### src/rtl/fbfl_pkg.sv
// Shared types and constants of the fixed block free list allocator.
// No dependencies; used by the controller, the datapath and the top level.
`default_nettype none

package fbfl_pkg;

	localparam int NUM_BLOCKS_DEF  = 32;
	localparam int BLOCK_BYTES_DEF = 128;

	localparam logic [31:0] POOL_TOP_RESET = 32'h1000_8000;

	localparam logic CMD_ALLOC = 1'b0;
	localparam logic CMD_FREE  = 1'b1;

	localparam logic [1:0] STATUS_OK       = 2'd0;
	localparam logic [1:0] STATUS_EMPTY    = 2'd1;
	localparam logic [1:0] STATUS_BAD_ADDR = 2'd2;

	typedef enum logic [2:0] {
		ST_CLEAR,
		ST_IDLE,
		ST_DIV,
		ST_CHK,
		ST_DONE
	} state_t;

	typedef struct packed {
		logic clear_we;
		logic accept;
		logic div_en;
		logic chk_en;
		logic commit;
	} dp_cmd_t;

	typedef struct packed {
		logic clear_done;
	} dp_stat_t;

endpackage

`default_nettype wire

### src/rtl/fixed_block_free_list_allocator.sv
// Block request: goes from idle to the done state, its result set by
// the registered read of the link memory at the head. One request at a time.
// Block release: goes through the divide and check states, its result set by
// the address check (subtract, reciprocal multiply, multiply back, compare).
// After reset the link memory is initialized one entry a cycle, all NUM_BLOCKS
// entries; requests stall meanwhile, pool_top writes are taken as ever.
`default_nettype none

module fixed_block_free_list_allocator #(
	parameter int NUM_BLOCKS  = fbfl_pkg::NUM_BLOCKS_DEF,
	parameter int BLOCK_BYTES = fbfl_pkg::BLOCK_BYTES_DEF
) (
	input  logic        clk,
	input  logic        arst_n,
	input  logic        in_valid,
	output logic        in_stall,
	input  logic        cmd,
	input  logic [31:0] addr,
	output logic        out_valid,
	input  logic        out_stall,
	output logic [1:0]  status,
	output logic [31:0] block_addr,
	output logic [5:0]  free_blocks,
	input  logic        cfg_we,
	input  logic [31:0] cfg_wdata
);

	fbfl_pkg::dp_cmd_t  ctl;
	fbfl_pkg::dp_stat_t stat;

	fbfl_ctrl u_ctrl (
		.clk       (clk),
		.arst_n    (arst_n),
		.in_valid  (in_valid),
		.in_stall  (in_stall),
		.cmd       (cmd),
		.out_valid (out_valid),
		.out_stall (out_stall),
		.ctl       (ctl),
		.stat      (stat)
	);

	fbfl_datapath #(
		.NUM_BLOCKS  (NUM_BLOCKS),
		.BLOCK_BYTES (BLOCK_BYTES)
	) u_datapath (
		.clk         (clk),
		.arst_n      (arst_n),
		.ctl         (ctl),
		.stat        (stat),
		.cfg_we      (cfg_we),
		.cfg_wdata   (cfg_wdata),
		.cmd         (cmd),
		.addr        (addr),
		.status      (status),
		.block_addr  (block_addr),
		.free_blocks (free_blocks)
	);

endmodule

`default_nettype wire

### src/rtl/fbfl_ctrl.sv
// Controller of the free list allocator: sequences link clearing, request
// steps and the output register handshake. Depends on fbfl_pkg.
`default_nettype none

module fbfl_ctrl (
	input  logic               clk,
	input  logic               arst_n,
	input  logic               in_valid,
	output logic               in_stall,
	input  logic               cmd,
	output logic               out_valid,
	input  logic               out_stall,
	output fbfl_pkg::dp_cmd_t  ctl,
	input  fbfl_pkg::dp_stat_t stat
);

	fbfl_pkg::state_t state_q;
	fbfl_pkg::state_t state_nxt;
	logic             out_valid_q;
	logic             commit;

	assign commit    = (state_q == fbfl_pkg::ST_DONE) && (!out_valid_q || !out_stall);
	assign out_valid = out_valid_q;

	always_comb begin
		state_nxt = state_q;
		unique case (state_q)
			fbfl_pkg::ST_CLEAR: begin
				if (stat.clear_done) begin
					state_nxt = fbfl_pkg::ST_IDLE;
				end
			end
			fbfl_pkg::ST_IDLE: begin
				if (in_valid) begin
					state_nxt = (cmd == fbfl_pkg::CMD_FREE) ? fbfl_pkg::ST_DIV
						: fbfl_pkg::ST_DONE;
				end
			end
			fbfl_pkg::ST_DIV: begin
				state_nxt = fbfl_pkg::ST_CHK;
			end
			fbfl_pkg::ST_CHK: begin
				state_nxt = fbfl_pkg::ST_DONE;
			end
			fbfl_pkg::ST_DONE: begin
				if (commit) begin
					state_nxt = fbfl_pkg::ST_IDLE;
				end
			end
			default: begin
				state_nxt = fbfl_pkg::ST_CLEAR;
			end
		endcase
	end

	always_comb begin
		ctl          = '0;
		in_stall     = 1'b1;
		unique case (state_q)
			fbfl_pkg::ST_CLEAR: begin
				ctl.clear_we = 1'b1;
			end
			fbfl_pkg::ST_IDLE: begin
				in_stall   = 1'b0;
				ctl.accept = in_valid;
			end
			fbfl_pkg::ST_DIV: begin
				ctl.div_en = 1'b1;
			end
			fbfl_pkg::ST_CHK: begin
				ctl.chk_en = 1'b1;
			end
			fbfl_pkg::ST_DONE: begin
				ctl.commit = commit;
			end
			default: begin
				ctl = '0;
			end
		endcase
	end

	always_ff @(posedge clk or negedge arst_n) begin
		if (!arst_n) begin
			state_q     <= fbfl_pkg::ST_CLEAR;
			out_valid_q <= 1'b0;
		end else begin
			state_q <= state_nxt;
			// a new result wins over the one being taken in the same cycle
			if (commit) begin
				out_valid_q <= 1'b1;
			end else if (!out_stall) begin
				out_valid_q <= 1'b0;
			end
		end
	end

endmodule

`default_nettype wire

### src/rtl/fbfl_datapath.sv
// Datapath of the free list allocator: link memory, head and count, address
// check by reciprocal multiply, and the result register. Depends on fbfl_pkg.
`default_nettype none

module fbfl_datapath #(
	parameter int NUM_BLOCKS  = fbfl_pkg::NUM_BLOCKS_DEF,
	parameter int BLOCK_BYTES = fbfl_pkg::BLOCK_BYTES_DEF
) (
	input  logic               clk,
	input  logic               arst_n,
	input  fbfl_pkg::dp_cmd_t  ctl,
	output fbfl_pkg::dp_stat_t stat,
	input  logic               cfg_we,
	input  logic [31:0]        cfg_wdata,
	input  logic               cmd,
	input  logic [31:0]        addr,
	output logic [1:0]         status,
	output logic [31:0]        block_addr,
	output logic [5:0]         free_blocks
);

	localparam int IDX_W      = $clog2(NUM_BLOCKS + 1);
	localparam int ADDR_W     = (NUM_BLOCKS > 1) ? $clog2(NUM_BLOCKS) : 1;
	localparam int POOL_BYTES = NUM_BLOCKS * BLOCK_BYTES;
	localparam int DIFF_W     = $clog2(POOL_BYTES + 1);
	localparam int SHIFT      = DIFF_W + $clog2(BLOCK_BYTES);
	localparam int PROD_W     = SHIFT + IDX_W;
	localparam longint unsigned RECIP_L =
		((64'd1 << SHIFT) + 64'(BLOCK_BYTES) - 64'd1) / 64'(BLOCK_BYTES);
	localparam logic [PROD_W-1:0] RECIP    = PROD_W'(RECIP_L);
	localparam logic [IDX_W-1:0]  NULL_IDX = IDX_W'(NUM_BLOCKS);
	localparam logic [IDX_W-1:0]  LAST_IDX = IDX_W'(NUM_BLOCKS - 1);
	localparam logic [31:0]       POOL_SZ  = 32'(POOL_BYTES);

	logic [IDX_W-1:0]  link_mem [NUM_BLOCKS];

	logic [31:0]       top_q;
	logic [IDX_W-1:0]  head_q;
	logic [IDX_W-1:0]  count_q;
	logic [IDX_W-1:0]  clr_q;
	logic [IDX_W-1:0]  rd_q;
	logic [31:0]       off_q;
	logic              cmd_q;
	logic [31:0]       diff_s1;
	logic [IDX_W-1:0]  q_s2;
	logic              range_s2;
	logic              ok_s3;
	logic [1:0]        status_q;
	logic [31:0]       block_addr_q;
	logic [5:0]        free_q;

	logic [PROD_W-1:0] prod;
	logic [31:0]       qb;
	logic [IDX_W-1:0]  rel_idx;
	logic              empty;
	logic              push_we;
	logic [IDX_W-1:0]  head_nxt;
	logic [IDX_W-1:0]  count_nxt;
	logic [1:0]        status_nxt;
	logic [31:0]       baddr_nxt;
	logic [IDX_W+5:0]  free_ext;

	assign stat.clear_done = (clr_q == LAST_IDX);

	always_comb begin
		prod     = PROD_W'(diff_s1[DIFF_W-1:0]) * RECIP;
		qb       = 32'(q_s2) * 32'(BLOCK_BYTES);
		rel_idx  = q_s2 - IDX_W'(1);
		empty    = (head_q == NULL_IDX);
		push_we  = ctl.commit && (cmd_q == fbfl_pkg::CMD_FREE) && ok_s3;
		free_ext = {6'd0, count_nxt};
	end

	always_comb begin
		head_nxt   = head_q;
		count_nxt  = count_q;
		status_nxt = fbfl_pkg::STATUS_OK;
		baddr_nxt  = '0;
		if (cmd_q == fbfl_pkg::CMD_ALLOC) begin
			if (empty) begin
				status_nxt = fbfl_pkg::STATUS_EMPTY;
			end else begin
				baddr_nxt = top_q - off_q;
				head_nxt  = rd_q;
				if (count_q != '0) begin
					count_nxt = count_q - IDX_W'(1);
				end
			end
		end else if (!ok_s3) begin
			status_nxt = fbfl_pkg::STATUS_BAD_ADDR;
		end else begin
			head_nxt = rel_idx;
			if (count_q != NULL_IDX) begin
				count_nxt = count_q + IDX_W'(1);
			end
		end
	end

	always_ff @(posedge clk or negedge arst_n) begin
		if (!arst_n) begin
			top_q   <= fbfl_pkg::POOL_TOP_RESET;
			head_q  <= '0;
			count_q <= NULL_IDX;
			clr_q   <= '0;
		end else begin
			if (cfg_we) begin
				top_q <= cfg_wdata;
			end
			if (ctl.clear_we) begin
				clr_q <= clr_q + IDX_W'(1);
			end
			if (ctl.commit) begin
				head_q  <= head_nxt;
				count_q <= count_nxt;
			end
		end
	end

	// head link and block offset follow the head every cycle
	always_ff @(posedge clk) begin
		rd_q  <= link_mem[head_q[ADDR_W-1:0]];
		off_q <= 32'(head_q + IDX_W'(1)) * 32'(BLOCK_BYTES);
		if (ctl.accept) begin
			cmd_q   <= cmd;
			diff_s1 <= top_q - addr;
		end
		if (ctl.div_en) begin
			q_s2     <= prod[SHIFT +: IDX_W];
			range_s2 <= (diff_s1 != '0) && (diff_s1 <= POOL_SZ);
		end
		if (ctl.chk_en) begin
			ok_s3 <= range_s2 && (qb == diff_s1);
		end
		if (ctl.commit) begin
			status_q     <= status_nxt;
			block_addr_q <= baddr_nxt;
			free_q       <= free_ext[5:0];
		end
	end

	always_ff @(posedge clk) begin
		if (ctl.clear_we) begin
			link_mem[clr_q[ADDR_W-1:0]] <= clr_q + IDX_W'(1);
		end else if (push_we) begin
			link_mem[rel_idx[ADDR_W-1:0]] <= head_q;
		end
	end

	assign status      = status_q;
	assign block_addr  = block_addr_q;
	assign free_blocks = free_q;

endmodule

`default_nettype wire

### config.mk
export PLATFORM = sky130hd
export DESIGN_NAME = fixed_block_free_list_allocator
export DESIGN_NICKNAME = d
export VERILOG_FILES = /design/src/rtl/fbfl_pkg.sv /design/src/rtl/fixed_block_free_list_allocator.sv /design/src/rtl/fbfl_ctrl.sv /design/src/rtl/fbfl_datapath.sv
export SDC_FILE = /design/constraint.sdc
export NUM_CORES = 1
export LEC_CHECK = 0
export ABC_AREA = 1
export ABC_CLOCK_PERIOD_IN_PS = 4200
export BUFFER_PORTS_ARGS = -buffer_cell sky130_fd_sc_hd__buf_2
export CORE_MARGIN = 2
export CORE_UTILIZATION = 50
export DETAILED_ROUTE_END_ITERATION = 6
export PLACE_DENSITY_LB_ADDON = 0.1
export SYNTH_ARGS = -nofsm -noshare
export SYNTH_HDL_FRONTEND = slang
export SYNTH_SLANG_ARGS = --single-unit
export TNS_END_PERCENT = 20
### constraint.sdc
create_clock -name clk -period 4.2 [get_ports clk]
set_input_delay 0.42 -clock clk [delete_from_list [all_inputs] [get_ports clk]]
set_output_delay 0.42 -clock clk [all_outputs]
set_load 0.05 [all_outputs]
== Yosys cells after proc, flatten, opt, wreduce, memory -nomap -nowiden ==
Memory sizes are Yosys's and may differ from the RTL's. A register that Yosys moved wholly into a read port is not among the register bits.
Cells that the tools add are included.

* Output and inout bits: 42
* Register bits after elaboration: 160
* RAM bits: 192
* Memories: 1

* Multiplexer cells: 32
* Eq/ne operators: 14
* Add/subtract/negate cells: 7
* Order comparisons: 1
* Reductions and logical operators: 15

{| class="wikitable"
|+ Memories
! name !! depth !! width !! read ports !! clocked after memory_dff !! wr ports !! RTL line !! source
|-
| u_datapath.link_mem || 32 || 6 || 1 || 1 || 1 || fbfl_datapath.sv:35 || <nowiki>logic [IDX_W-1:0] link_mem [NUM_BLOCKS];</nowiki>
|}

{| class="wikitable"
|+ Operator list
! operator !! count
|-
| $sub 32x32->32 || 2
|-
| $mux 6 || 9
|-
| $eq 13x32->1 || 1
|-
| $le 32x13->1 const B || 1
|-
| $reduce_bool 32->1 || 1
|-
| $mux 1 || 15
|-
| $pmux 3 s5 || 1
|-
| $add 6x1->6 const B || 2
|-
| $mux 3 || 4
|-
| $sub 6x1->6 const B || 2
|-
| $add 6x1->7 const B || 1
|-
| $eq 3x2->1 const B || 2
|-
| $eq 6x5->1 const B || 1
|-
| $eq 6x6->1 const B || 1
|-
| $ne 2x1->1 const B || 3
|-
| $ne 2x2->1 const B || 3
|-
| $ne 6x6->1 const B || 1
|-
| $reduce_and 3->1 || 2
|-
| $reduce_bool 6->1 || 1
|-
| $reduce_or 6->1 || 1
|-
| $logic_and 1x1->1 || 5
|-
| $mux 5 || 1
|-
| $mux 2 || 2
|-
| $eq 3x1->1 const B || 1
|-
| 5 further kinds || 6
|}

== Depth between registers and ports, before layout ==
Gate-level depths: netlist of run 1.

* Depth after elaboration: 11
* Gate-level depth with buffers: 15
* Mapped depth without buffers: 13

== Cells and area by module ==
From an unflattened synthesis of run 1, not the netlist that was laid out.

* Cell total of the unflattened synthesis: 1928
* Area total of the unflattened synthesis: 17159.0 µm²

{| class="wikitable"
|+ By module, submodules not included
! module !! instances !! area each (µm²) !! cells each
|-
| fbfl_datapath || 1 || 16905.0 || 1891
|-
| fbfl_ctrl || 1 || 254.0 || 37
|}

== Worst setup path after synthesis of run 1 ==
Ideal clock, no wire load.

* Kind: register to register
* From: reg u_ctrl.out_valid_q (netlist: u_ctrl.out_valid)
* To: mem u_datapath.link_mem[0][0] in the netlist's numbering (data pin)
* Slack: 1.079 ns
* Period minus slack after synthesis: 3.121 ns
* Cell stages (with the launch flop): 7
* Required time: 3.746 ns
* Path buffers: 1
* Arrival time: 2.667 ns
* Path through: dfrtp_1 > nand2_1 > nand3_4 > nor2_8 > inv_4 > clkbuf_1 > o21ai_0

* Longest elaborated chain between the ends: 11

{| class="wikitable"
|+ RTL lines
! what !! RTL line !! source
|-
| start: declaration || fbfl_ctrl.sv:19 || <nowiki>logic out_valid_q;</nowiki>
|-
| start signal: assignment || fbfl_ctrl.sv:85 || <nowiki>out_valid_q <= 1'b0;</nowiki>
|-
| start signal: assignment || fbfl_ctrl.sv:90 || <nowiki>out_valid_q <= 1'b1;</nowiki>
|-
| start signal: assignment || fbfl_ctrl.sv:92 || <nowiki>out_valid_q <= 1'b0;</nowiki>
|-
| $logic_not 1->1 || fbfl_ctrl.sv:22 || <nowiki>assign commit = (state_q == fbfl_pkg::ST_DONE) && (!out_valid_q || !out_stall);</nowiki>
|-
| $logic_or 1x1->1 || fbfl_ctrl.sv:22 ||
|-
| $logic_and 1x1->1 || fbfl_ctrl.sv:22 ||
|-
| $mux 1 || fbfl_ctrl.sv:59 || <nowiki>unique case (state_q)</nowiki>
|-
| $logic_and 1x1->1 (2 in a row) || fbfl_datapath.sv:70 || <nowiki>push_we = ctl.commit && (cmd_q == fbfl_pkg::CMD_FREE) && ok_s3;</nowiki>
|-
| $mux 1 || fbfl_datapath.sv:144 || <nowiki>end else if (push_we) begin</nowiki>
|-
| $mux 1 || fbfl_datapath.sv:142 || <nowiki>if (ctl.clear_we) begin</nowiki>
|-
| $mux 1 (implied by the code) || fbfl_datapath.sv:145 || <nowiki>link_mem[rel_idx[ADDR_W-1:0]] <= head_q;</nowiki>
|-
| $reduce_or 6->1 (no source line) || -- ||
|-
| $mux 6 (no source line) || -- ||
|-
| end: declaration || fbfl_datapath.sv:35 ||
|}

Every way passes these cells.

== Worst setup path after layout of run 1 ==
* From: reg u_datapath.q_s2[0]
* To: mem u_datapath.link_mem[10][4] in the netlist's numbering (enable)

* Longest elaborated chain between the ends: 2

{| class="wikitable"
|+ RTL lines
! what !! RTL line !! source
|-
| start: declaration || fbfl_datapath.sv:45 || <nowiki>logic [IDX_W-1:0] q_s2;</nowiki>
|-
| start signal: assignment || fbfl_datapath.sv:128 || <nowiki>q_s2 <= prod[SHIFT +: IDX_W];</nowiki>
|-
| $sub 6x1->6 || fbfl_datapath.sv:68 || <nowiki>rel_idx = q_s2 - IDX_W'(1);</nowiki>
|-
| $mux 5 (no source line) || -- ||
|}

Every way passes these cells.

==> results of run 1 <==
==> critical path: stages, from the launching register on <==
cell and delay [ps]:
edfxtp_1 430, inv_1 180, ha_1 210, nand3_1 100, xor2_1 260, nand2_1 70, o21ai_0 180, nand3_1 330
nor2_1 510
==> synth_stat cells (4+ instances only) <==
master and count:
o22ai_1 5, nand4_1 15, buf_1 6, nor3_1 12, mux2_2 9, a21oi_1 51, dfrtp_1 51, nor4_1 6
o211ai_1 11, xnor2_1 6, xor2_1 28, buf_2 19, dfxtp_1 13, edfxtp_1 273, nand2_1 469, clkbuf_1 30
o21ai_1 8, nand3_4 5, nor2_1 293, nand3_1 113, ha_1 45, inv_1 238, o21ai_0 163, o21ai_2 4
==> metrics by stage <==
stage,hold slack [ps],utilization [%]
after global placement,497,54.0
after floorplan,124,-
after CTS,61.1,57.6
after global routing,106,57.6
final,20.7,57.6
after detailed placement,488,54.0
==> worst max-delay path by stage <==
stage	from	to	slack, ps	cells after the start
finish	u_datapath.q_s2[0]	u_datapath.link_mem[10][4]	1520	8
global route	u_datapath.q_s2[0]	u_datapath.link_mem[10][4]	1330	8
CTS	u_datapath.q_s2[0]	u_datapath.link_mem[10][4]	1540	8
detailed placement	u_datapath.cmd_q	u_datapath.link_mem[1][2]	1550	8
global placement	u_datapath.q_s2[0]	u_datapath.link_mem[14][1]	1620	8
floorplan	u_ctrl.out_valid	u_datapath.link_mem[0][0]	1080	6
==> kinds of logic (layout without fill, tap and decap cells) <==
kind of cell / after synthesis / in the layout / synth area share [%]
AND/OR/NAND/NOR: 925 / 925 / 22.3
flip-flops: 340 / 340 / 57.3
buffers and inverters: 298 / 434 / 6.69
AO/OA/AOI/OAI: 253 / 253 / 7.87
adder cells (fa/ha/maj): 47 / 47 / 3.52
XOR/XNOR: 34 / 34 / 1.74
multiplexers: 9 / 9 / 0.592
other: 0 / 2 / 0
==> power breakdown <==
part / switching [mW] / leakage (nW) / internal, mW
Combinational: 3.19 / 4.57 / 1.14
Clock: 1.32 / 0.581 / 1.87
Sequential: 0.315 / 3.23 / 4.60
==> routing by layer <==
| layer | vias to the layer above | wire length, µm |
|---|---|---|
| met5 | - | 0 |
| met4 | 0 | 1030 |
| met3 | 66 | 2960 |
| met2 | 450 | 18600 |
| met1 | 6095 | 20100 |
| li1 | 6499 | - |
==> registers in the layout, indices dropped and copies added (netlist names), 6 cells and up <==
name / count
u_datapath.link_mem: 192
u_datapath.clr_q: 6
u_datapath.block_addr: 32
u_datapath.rd_q: 6
u_datapath.diff_s1: 32
u_datapath.head_q: 6
u_datapath.free_blocks: 6
u_datapath.count_q: 6
u_datapath.top_q: 32
u_datapath.q_s2: 6
u_datapath.off_q: 7
==> layout make-up <==
| class | count | area [µm²] | area share [%] |
|---|---|---|---|
| Clock inverter | 24 | 189 | 0.976 |
| Sequential cell | 340 | 9810 | 50.7 |
| Multi-Input combinational cell | 1268 | 6220 | 32.1 |
| Antenna cell | 2 | 5.00 | 0.0259 |
| Inverter | 243 | 915 | 4.72 |
| Timing Repair Buffer | 121 | 631 | 3.26 |
| Clock buffer | 46 | 1020 | 5.28 |
| Tap cell | 448 | 561 | 2.90 |
==> metrics.log, run 1 <==
INFO  metric clock_tree.buffer_depth = 3
INFO  metric syn-mean-instance-area = 8.98 µm²
INFO  metric timing.critical_path.to_type = register
INFO  metric viasPerCell = 5.26
INFO  metric grt_util_met2 = 36.9%
INFO  metric die-height = 189 µm
INFO  metric synth_instances = 1,906
INFO  metric synth.net_count = 2,023
INFO  metric startpoint_type = register
INFO  metric layout-drive-gt1-share = 10.7%
INFO  metric cts_made_buffers = 38
INFO  metric timing.final.hold_violations = 0
INFO  metric clk_pin_slew = 70 ps
INFO  metric grt_util_met3 = 3.54%
INFO  metric synthFlopType = edfxtp_1
INFO  metric global_route.peak_usage_layer = met2
INFO  metric post-dp-hpwl = 29,700 µm
INFO  metric groute.layer.met1.usage = 36.0%
INFO  metric floorplan.die_area = between 30,000 and 40,000 µm²
INFO  metric tritoncts_num_sinks = 340
INFO  metric stdcell_area = 19,400 µm²
INFO  metric top_area_cells_in_the_synthesized_netlist = edfxtp_1, nand2_1, dfrtp_1, nor2_1, inv_1
INFO  metric mostFrequentLayoutCells = nand2_1, nor2_1, edfxtp_1
INFO  metric total_routing_usage_reported_by_global_routing = 24.2%
INFO  metric die_width = 189 µm
INFO  metric synth_enable_flop_cells = approximately 270
INFO  metric filler_cell_count = 2,964
INFO  metric clock_skew = 22.3 ps
INFO  metric outcome = completed
INFO  metric synthDominantCellAreaShare = 47.9%
INFO  metric cts_hold_bufs = 0
INFO  metric cts.repair_timing.setup_buffer_count = 0
INFO  metric grt_overflow_total = 0
INFO  metric synth_sequential_area_ratio = 57.3%
INFO  metric worst_setup_margin = 1520 ps
INFO  metric nets = 2,129
INFO  metric final-max-slew-violation-count = 0
INFO  metric post_layout_nonfiller_instances = ~2,500
INFO  metric grt_start_max_net_pins = 94
INFO  metric grt_setup_unrepaired = false
INFO  metric wp_data_required = 4360 ps
INFO  metric synthDistinctLibCells = 44
INFO  metric max_clock_freq = 0.374 GHz
INFO  metric critPathMaxFanout = 6
INFO  metric gp_routability_congestion = slightly above 0.9
INFO  metric dr.pass1.iters = 5
INFO  metric period_needed = 2680 ps
INFO  metric timing_worst_slew_pin_value = 1080 ps
INFO  metric drv.max_cap_violation_count = 0
INFO  metric drc = 0
INFO  metric peakVddDrop = between 400 and 500 µV
INFO  metric totalNegativeSetupSlack = 0 ps
INFO  metric fp-row-count = 67
INFO  metric leakagePower = 8.39 nW
INFO  metric timing.rr.start = u_datapath.q_s2[0]
INFO  metric portBuffers = 111
INFO  metric io-pin-count = 112
INFO  metric htree_num_levels = 2
INFO  metric yosysTopAreaCell = edfxtp_1
INFO  metric clock_latency_at_the_later_pin_of_the_worst_skew_pair = 540 ps
INFO  metric postSynthRegisterBits = 340
INFO  metric timing.final.crit_share = a little under two thirds
INFO  metric dp_slack = approximately 1500 ps
INFO  metric routed_wirelength = 42,700 µm
INFO  metric timing.setup.critical_path_class = reg -> reg
INFO  metric ctsResizeCount = 0
INFO  metric syn_to_final_growth = 13.1%
INFO  metric most_common_cell_after_layout_fill_and_taps_aside = nand2_1
INFO  metric postRouteAntennaNets = 0
INFO  metric power.total = between 10 and 15 mW
INFO  metric cp.arrival = 2830 ps
INFO  metric worst_r2r_endpoint = u_datapath.link_mem[10][4]
INFO  metric route.vias.total = approximately 13,000
INFO  metric worst_slew_margin_rel = 27.7%
INFO  metric synthesis.area = 17,100 µm²
INFO  metric antenna_found_initial = 2
INFO  metric pwr_dens = 642 nW/µm²
INFO  metric wire_length_of_the_first_global_routing_pass = approximately 67,000 µm
INFO  metric number_of_global_route_vias_before_repair = about 13,000
INFO  metric ys_async_sr_fraction = 15.9%
INFO  metric setup.reg_to_reg.worst_slack = 1520 ps
INFO  metric holdCritPathClass = in -> async
INFO  metric ys.warnings.count = 0
INFO  metric numPlacedInstances = around 2,400
INFO  metric routed_wire_length_per_instance = 17.1 µm
INFO  metric initialDrtViolationCount = 1,068
INFO  metric post_dp_cell_area = 18,100 µm²
INFO  metric tritoncts = done
INFO  metric initial_utilization = 50.9%
INFO  metric ctsRootBufferMaster = clkbuf_16
INFO  metric timing.reg2reg.worst_path_depth = 8
INFO  metric core_area = between 30,000 and 40,000 µm²
INFO  metric setup_viol = 0
Note: power is estimated with default switching activity, not from simulation.
==> run 2: changes to the inputs <==
ABC_CLOCK_PERIOD_IN_PS = 2300   (was 4200)
clock period = 2.3 ns   (was 4.2 ns; I/O delays follow)
==> run 2 against run 1 <==
Compared with the run above:
- sequential cell count stayed put
- worst hold slack worse by 3.8 ps
- fmax is 23% higher
- via count is 3.7% higher
==> metrics.log, run 2 (synthesis results as in run 1) <==
INFO  metric outcome = completed
INFO  metric combPwrFrac = 36.7% (+1.9 points)
INFO  metric clock_skew = 19.1 ps (-3.20 ps)
INFO  metric dr.pass1.iters = 5 (unchanged)
INFO  metric initial_utilization = 50.9% (unchanged)
INFO  metric netSwitchingFraction = 38.1% (-0.74 points)
INFO  metric number_of_global_route_vias_before_repair = 13,100 (+4.5%)
INFO  metric holdCritPathClass = in -> reg
INFO  metric grt_start_max_net_pins = 105 (+12%)
INFO  metric gp_routability_congestion = 0.927 (+1.4%)
INFO  metric sequentialPowerShare = 37.3% (-2.2 points)
INFO  metric largest_register_ff_count = 192 (unchanged)
INFO  metric drv.max_cap_violation_count = 0 (unchanged)
INFO  metric syn_to_final_growth = 19.5%
INFO  metric drc = 0 (unchanged)
INFO  metric wp_data_required = 2550 ps (-1810 ps)
INFO  metric postRouteAntennaNets = 0 (unchanged)
INFO  metric core_area = 33,600 µm² (unchanged)
INFO  metric wl_met3 = 2900 µm (-2.0%)
INFO  metric layout-drive-gt1-share = 14.6% (+3.9 points)
INFO  metric numPlacedInstances = 2,493 (+3.0%)
INFO  metric wire_length_of_the_first_global_routing_pass = 70,300 µm (+4.8%)
INFO  metric critPathMaxFanout = 6 (unchanged)
INFO  metric die-height = 189 µm (unchanged)
INFO  metric totalNegativeSetupSlack = 0 ps (unchanged)
INFO  metric grt_overflow_total = 0 (unchanged)
INFO  metric routed_wirelength = 44,700 µm (+4.7%)
INFO  metric portBuffers = 111 (unchanged)
INFO  metric post_layout_nonfiller_instances = 2,601 (+4.4%)
INFO  metric wl_met2 = 19,800 µm (+6.3%)
INFO  metric timing.final.crit_share = 94.3% (+31 points)
INFO  metric die_width = 189 µm (unchanged)
INFO  metric p_int = 14.7 mW (+94%)
INFO  metric met1_length = 21,300 µm (+5.8%)
INFO  metric timing.setup.critical_path_class = reg -> reg
INFO  metric routed_wire_length_per_instance = 17.2 µm (+0.33%)
INFO  metric dp_slack = 15.1 ps (-1530 ps)
INFO  metric antenna_found_initial = 1 (-1)
INFO  metric dr.max_layer_used = met4
INFO  metric startpoint_type = register
INFO  metric cts_made_buffers = 39 (+2.6%)
INFO  metric cp.arrival = 2420 ps (-410 ps)
INFO  metric mostFrequentLayoutCells = nand2_1, nor2_1, edfxtp_1
INFO  metric timing.critical_path.to_type = register
INFO  metric tritoncts_num_sinks = 340 (unchanged)
INFO  metric power.switching = 9.04 mW (+88%)
INFO  metric nets = 2,238 (+5.1%)
INFO  metric io-pin-count = 112 (unchanged)
INFO  metric fp-row-count = 67 (unchanged)
INFO  metric worst_slew_margin_rel = 57.9% (+30 points)
INFO  metric clock_latency_at_the_later_pin_of_the_worst_skew_pair = 540 ps (about the same)
INFO  metric htree_num_levels = 2 (unchanged)
INFO  metric floorplan.die_area = 35,700 µm² (unchanged)
INFO  metric timing.final.hold_violations = 0 (unchanged)
INFO  metric route.vias.total = 13,600 (+3.7%)
INFO  metric initialDrtViolationCount = 1,097 (+2.7%)
INFO  metric period_needed = 2170 ps (-506 ps)
INFO  metric viasPerCell = 5.22 (-0.69%)
INFO  metric post-dp-hpwl = 31,100 µm (+4.8%)
INFO  metric worst_setup_margin = 130 ps (-1390 ps)
INFO  metric max_clock_freq = 0.461 GHz (+23%)
INFO  metric clk_pin_slew = 60 ps (about the same)
INFO  metric filler_cell_count = 2,856 (-3.6%)
INFO  metric ctsRootBufferMaster = clkbuf_16
INFO  metric leakagePower = 8.99 nW (+7.3%)
INFO  metric setup.reg_to_reg.worst_slack = 130 ps (-1390 ps)
INFO  metric grt_setup_unrepaired = true
INFO  metric power.total = 23.8 mW (+91%)
INFO  metric tritoncts = done
INFO  metric setup_viol = 0 (unchanged)
INFO  metric most_common_cell_after_layout_fill_and_taps_aside = nand2_1
INFO  metric final-max-slew-violation-count = 0 (unchanged)
INFO  metric total_routing_usage_reported_by_global_routing = 25.2% (+1.0 points)
INFO  metric peakVddDrop = 881 µV (+120%)
INFO  metric clock_power_share = 25.9% (+0.3 points)
INFO  metric timing_worst_slew_pin_value = 632 ps (-453 ps)
INFO  metric clock_tree.buffer_depth = 3 (unchanged)
INFO  metric pwr_dens = 1160 nW/µm² (+81%)
[run 2: power by group through the flow]
| stage | logic (mW) | clock network, mW | registers [mW] |
|---|---|---|---|
| finish | 8.73 | 6.16 | 8.87 |
| CTS | 8.67 | 6.27 | 8.86 |
| detailed placement | 8.57 | 0 | 8.98 |
| floorplan | 5.15 | 0 | 9.16 |
| global route | 9.65 | 6.50 | 8.95 |
| global placement | 8.50 | 0 | 8.96 |
[run 2: path summary, 6_finish.rpt]
path                       cells past startpoint          startpoint                          to
min in group asynchronous                      2              arst_n         u_datapath.clr_q[4]
max                                           10   u_ctrl.state_q[1]  u_datapath.link_mem[23][3]
max reg2reg                                   10   u_ctrl.state_q[1]  u_datapath.link_mem[23][3]
max in group asynchronous                      3              arst_n        u_datapath.top_q[15]
min                                            3           out_stall            u_ctrl.out_valid
min reg2reg                                    2  u_datapath.rd_q[0]        u_datapath.head_q[0]
[run 2: worst max-delay path: stages, from the launching register on]
cell	delay [ps]
dfrtp_1	420
nor2_4	160
buf_4	140
inv_1	30
nor2_1	160
inv_1	130
nand2_2	210
nand3_4	160
buf_4	180
nor2_1	130
buf_4	180
[run 2: routing by layer]
layer  global-route usage [%]  vias up
met5                        0        -
met2                     39.3      447
met4                     5.71        0
met3                     3.28       59
li1                         -     6708
met1                     37.7     6375
[run 2: metrics by stage]
stage	area, µm²	util, %	hold slack (ps)
finish	20500	60.9	17.0
global route	20500	60.9	27.3
CTS	20400	60.7	3.68
detailed placement	18800	55.8	264
global placement	18800	55.8	255
floorplan	17100	-	-65.6
[run 2: cell type report]
type | count | area [µm²] | share of cell area, %
clock inverters | 25 | 224 | 1.09
well taps | 448 | 561 | 2.74
diodes | 1 | 2.50 | 0.0122
flip-flops and latches | 340 | 9810 | 48.0
multi-input cells | 1268 | 6230 | 30.5
repair buffers | 229 | 1650 | 8.05
clock buffers | 47 | 1070 | 5.22
inverters | 243 | 915 | 4.47
[run 2: repair_timing]
action                                  in CTS  in global routing
endpoints found under the setup margin       0                162
hold buffers                                34                  0
buffers inserted                             0                  1
endpoints found under the hold margin       50                  0
gates resized for setup                      0                 15
==> run 3: changes to the inputs <==
CORE_MARGIN = 5   (was 2)
SYNTH_HIERARCHICAL = 1   (was default)
==> run 3 against run 2 <==
Compared with the run above:
- fmax decreased by 5.2%
- core utilization increased by 0.50 points
- sequential share of layout area decreased by 0.50 points
- global-route usage decreased by 1.8 points
- worst hold slack improved by 51 ps
- critical endpoint is now u_datapath/link_mem[20][4]
==> metrics.log, run 3 <==
INFO  metric cts_made_buffers = 38 (-2.6%)
INFO  metric yosysTopAreaCell = edfxtp_1
INFO  metric power.total = 24.6 mW (+3.5%)
INFO  metric number_of_global_route_vias_before_repair = 13,100 (-0.34%)
INFO  metric floorplan.die_area = 38,100 µm² (+6.7%)
INFO  metric antenna_found_initial = 0 (-1)
INFO  metric postRouteAntennaNets = 0 (unchanged)
INFO  metric synth.net_count = 2,045 (+1.1%)
INFO  metric timing.final.crit_share = 99.6% (+5.2 points)
INFO  metric final-max-slew-violation-count = 0 (unchanged)
INFO  metric die-height = 195 µm (+3.3%)
INFO  metric core_area = 33,700 µm² (+0.25%)
INFO  metric pwr_dens = 1190 nW/µm² (+2.4%)
INFO  metric grt_start_max_net_pins = 87 (-17%)
INFO  metric routed_wire_length_per_instance = 17.4 µm (+0.88%)
INFO  metric clk_pin_slew = 60 ps (about the same)
INFO  metric synthFlopType = edfxtp_1
INFO  metric timing_worst_slew_pin_value = 671 ps (+39.7 ps)
INFO  metric tritoncts = done
INFO  metric dr.pass1.iters = 5 (unchanged)
INFO  metric drv.max_cap_violation_count = 0 (unchanged)
INFO  metric clock_latency_at_the_later_pin_of_the_worst_skew_pair = 550 ps (about the same)
INFO  metric mostFrequentLayoutCells = nand2_1, nor2_1, edfxtp_1
INFO  metric startpoint_type = register
INFO  metric layout-drive-gt1-share = 15.6% (+0.98 points)
INFO  metric synthMostInstantiatedCell = nand2_1
INFO  metric clock_skew = 22.2 ps (+3.12 ps)
INFO  metric io-pin-count = 112 (unchanged)
INFO  metric viasPerCell = 5.24 (+0.20%)
INFO  metric outcome = completed
INFO  metric route.vias.total = 13,800 (+1.4%)
INFO  metric initialDrtViolationCount = 1,042 (-5.0%)
INFO  metric filler_cell_count = 2,873 (+0.60%)
INFO  metric post-dp-hpwl = 32,500 µm (+4.3%)
INFO  metric worst_slew_margin_rel = 55.2% (-2.6 points)
INFO  metric ctsRootBufferMaster = clkbuf_16
INFO  metric peakVddDrop = 686 µV (-22%)
INFO  metric leakagePower = 9.13 nW (+1.5%)
INFO  metric gp_routability_congestion = 0.959 (+3.4%)
INFO  metric critPathMaxFanout = 9 (+3)
INFO  metric most_common_cell_after_layout_fill_and_taps_aside = nand2_1
INFO  metric grt_overflow_total = 0 (unchanged)
INFO  metric synth_instances = 1,928 (+1.2%)
INFO  metric wp_data_required = 2620 ps (+70 ps)
INFO  metric routed_wirelength = 45,700 µm (+2.1%)
INFO  metric timing.setup.critical_path_class = reg -> reg
INFO  metric max_clock_freq = 0.437 GHz (-5.2%)
INFO  metric wire_length_of_the_first_global_routing_pass = 70,900 µm (+0.84%)
INFO  metric timing.critical_path.to_type = register
INFO  metric antenna-diode-count = 0 (-1)
INFO  metric worst_path_most_repeated_cell = buf_4
INFO  metric cp_cell_sequence = nor2_2, nand2_2, nor2_4, inv_2, nor2_4, nand2_4, buf_4, o21ai_2, buf_4, inv_2, nand2_1, nor2_1, buf_4
INFO  metric timing.final.hold_violations = 0 (unchanged)
INFO  metric grt_setup_unrepaired = true
INFO  metric postSynthRegisterBits = 340 (unchanged)
INFO  metric synthDistinctLibCells = 46 (+4.5%)
INFO  metric initial_utilization = 50.9% (about the same)
INFO  metric period_needed = 2290 ps (+120 ps)
INFO  metric ys_async_sr_fraction = 15.9% (unchanged)
INFO  metric syn_to_final_growth = 20.5%
INFO  metric critical_path.max_stage_delay = 410 ps (about the same)
INFO  metric fp-row-count = 67 (unchanged)
INFO  metric holdCritPathClass = in -> reg
INFO  metric cp.arrival = 2610 ps (+190 ps)
INFO  metric totalNegativeSetupSlack = 0 ps (unchanged)
INFO  metric nets = 2,271 (+1.5%)
INFO  metric die_width = 195 µm (+3.3%)
INFO  metric synth_enable_flop_cells = 273 (unchanged)
INFO  metric synthDominantCellAreaShare = 47.8% (-0.11 points)
INFO  metric tritoncts_num_sinks = 340 (unchanged)
INFO  metric synth_common_cells = nand2_1, nor2_1, edfxtp_1
INFO  metric drc = 0 (unchanged)
INFO  metric synthesis.area = 17,200 µm² (+0.23%)
INFO  metric syn-mean-instance-area = 8.90 µm² (-0.91%)
INFO  metric top_area_cells_in_the_synthesized_netlist = edfxtp_1, nand2_1, dfrtp_1, nor2_1, inv_1
INFO  metric ys.warnings.count = 6 (+6)
INFO  metric cp_slowest_cell = dfrtp_1
INFO  metric largest_register_ff_count = 192 (unchanged)
INFO  metric clock_tree.buffer_depth = 3 (unchanged)
INFO  metric htree_num_levels = 2 (unchanged)
INFO  metric synth_sequential_area_ratio = 57.2% (-0.13 points)
INFO  metric portBuffers = 111 (unchanged)
INFO  metric setup_viol = 0 (unchanged)
INFO  metric total_routing_usage_reported_by_global_routing = 23.4% (-1.8 points)
## run 3: changes by cell type after synthesis, moves of 7 or more
cell and delta:
nand2_1 +11, nand3_1 -11, clkbuf_1 +9, o21ai_0 +9, buf_2 -7, nand2_2 +7
## run 3: critical path, delay by kind of cell (launching register included)
family,cells,cell delay (ps)
simple gates,7,830
buf+inv,5,640
compound gates,1,180
flops,1,410
## run 3: final cells by class
cell class / count / area (µm²) / area share, %
clock buffers: 49 / 1020 / 4.94
clock inverters: 21 / 229 / 1.11
inverters: 244 / 917 / 4.43
multi-input cells: 1287 / 6310 / 30.5
flip-flops and latches: 340 / 9820 / 47.5
well taps: 448 / 561 / 2.71
repair buffers: 243 / 1830 / 8.83
## run 3: timing repair
action | 4_1_cts | 5_1_grt
buffers inserted | 0 | 1
endpoints found under the setup margin | 192 | 198
cloned | 0 | 0
resized for setup | 7 | 32
hold buffers | 35 | 0
endpoints found under the hold margin | 49 | 0
pin swaps | 0 | 1
## run 3: final timing paths
kind | startpoint | end | slack (ps) | depth (start not counted)
setup / recovery | u_ctrl/state_q[1] | u_datapath/link_mem[20][4] | 10 | 13
hold / removal | in_valid | u_ctrl/state_q[0] | 70 | 4
setup reg to reg | u_ctrl/state_q[1] | u_datapath/link_mem[20][4] | 10 | 13
hold reg to reg | u_datapath/rd_q[2] | u_datapath/head_q[2] | 490 | 2
max in group asynchronous | arst_n | u_datapath/top_q[28] | 1330 | 3
min in group asynchronous | arst_n | u_datapath/top_q[9] | 190 | 2
## run 3: logic make-up after synthesis
kind of cell,Yosys count,synth area share (%)
and+or+nand+nor,939,22.3
DFF,340,57.2
buffers and inverters,301,6.74
AOI/OAI and AO/OA,259,8.03
adders and majority gates,47,3.51
xor gates and xnor gates,34,1.74
muxes,8,0.525
## run 3: power by group
part           switching [mW]  total (mW)  internal (mW)
logic                    6.62        9.67           3.04
registers               0.485        8.94           8.46
clock network            2.45        5.97           3.51
## run 3: per-stage QoR
| step | area (µm²) | setup WS, ps | utilization [%] | std cells | hold slack, ps |
|---|---|---|---|---|---|
| global route | 20700 | -91.7 | 61.4 | 2632 | 95.5 |
| floorplan | 17200 | -216 | - | 1928 | -65.6 |
| finish | 20700 | 10.0 | 61.4 | 2632 | 68.3 |
| detailed placement | 19000 | -125 | 56.2 | 2526 | 224 |
| global placement | 19000 | -76.9 | 56.2 | 2526 | 225 |
| CTS | 20600 | -10.7 | 61.1 | 2631 | 29.4 |
## run 3: routing by layer
metal / track usage (%) / routed length, µm / vias up
met4: 5.82 / 1000 / 0
met3: 4.60 / 3620 / 70
li1: - / - / 6787
met1: 34.6 / 21100 / 6441
met5: 0 / 0 / -
met2: 35.9 / 19900 / 481
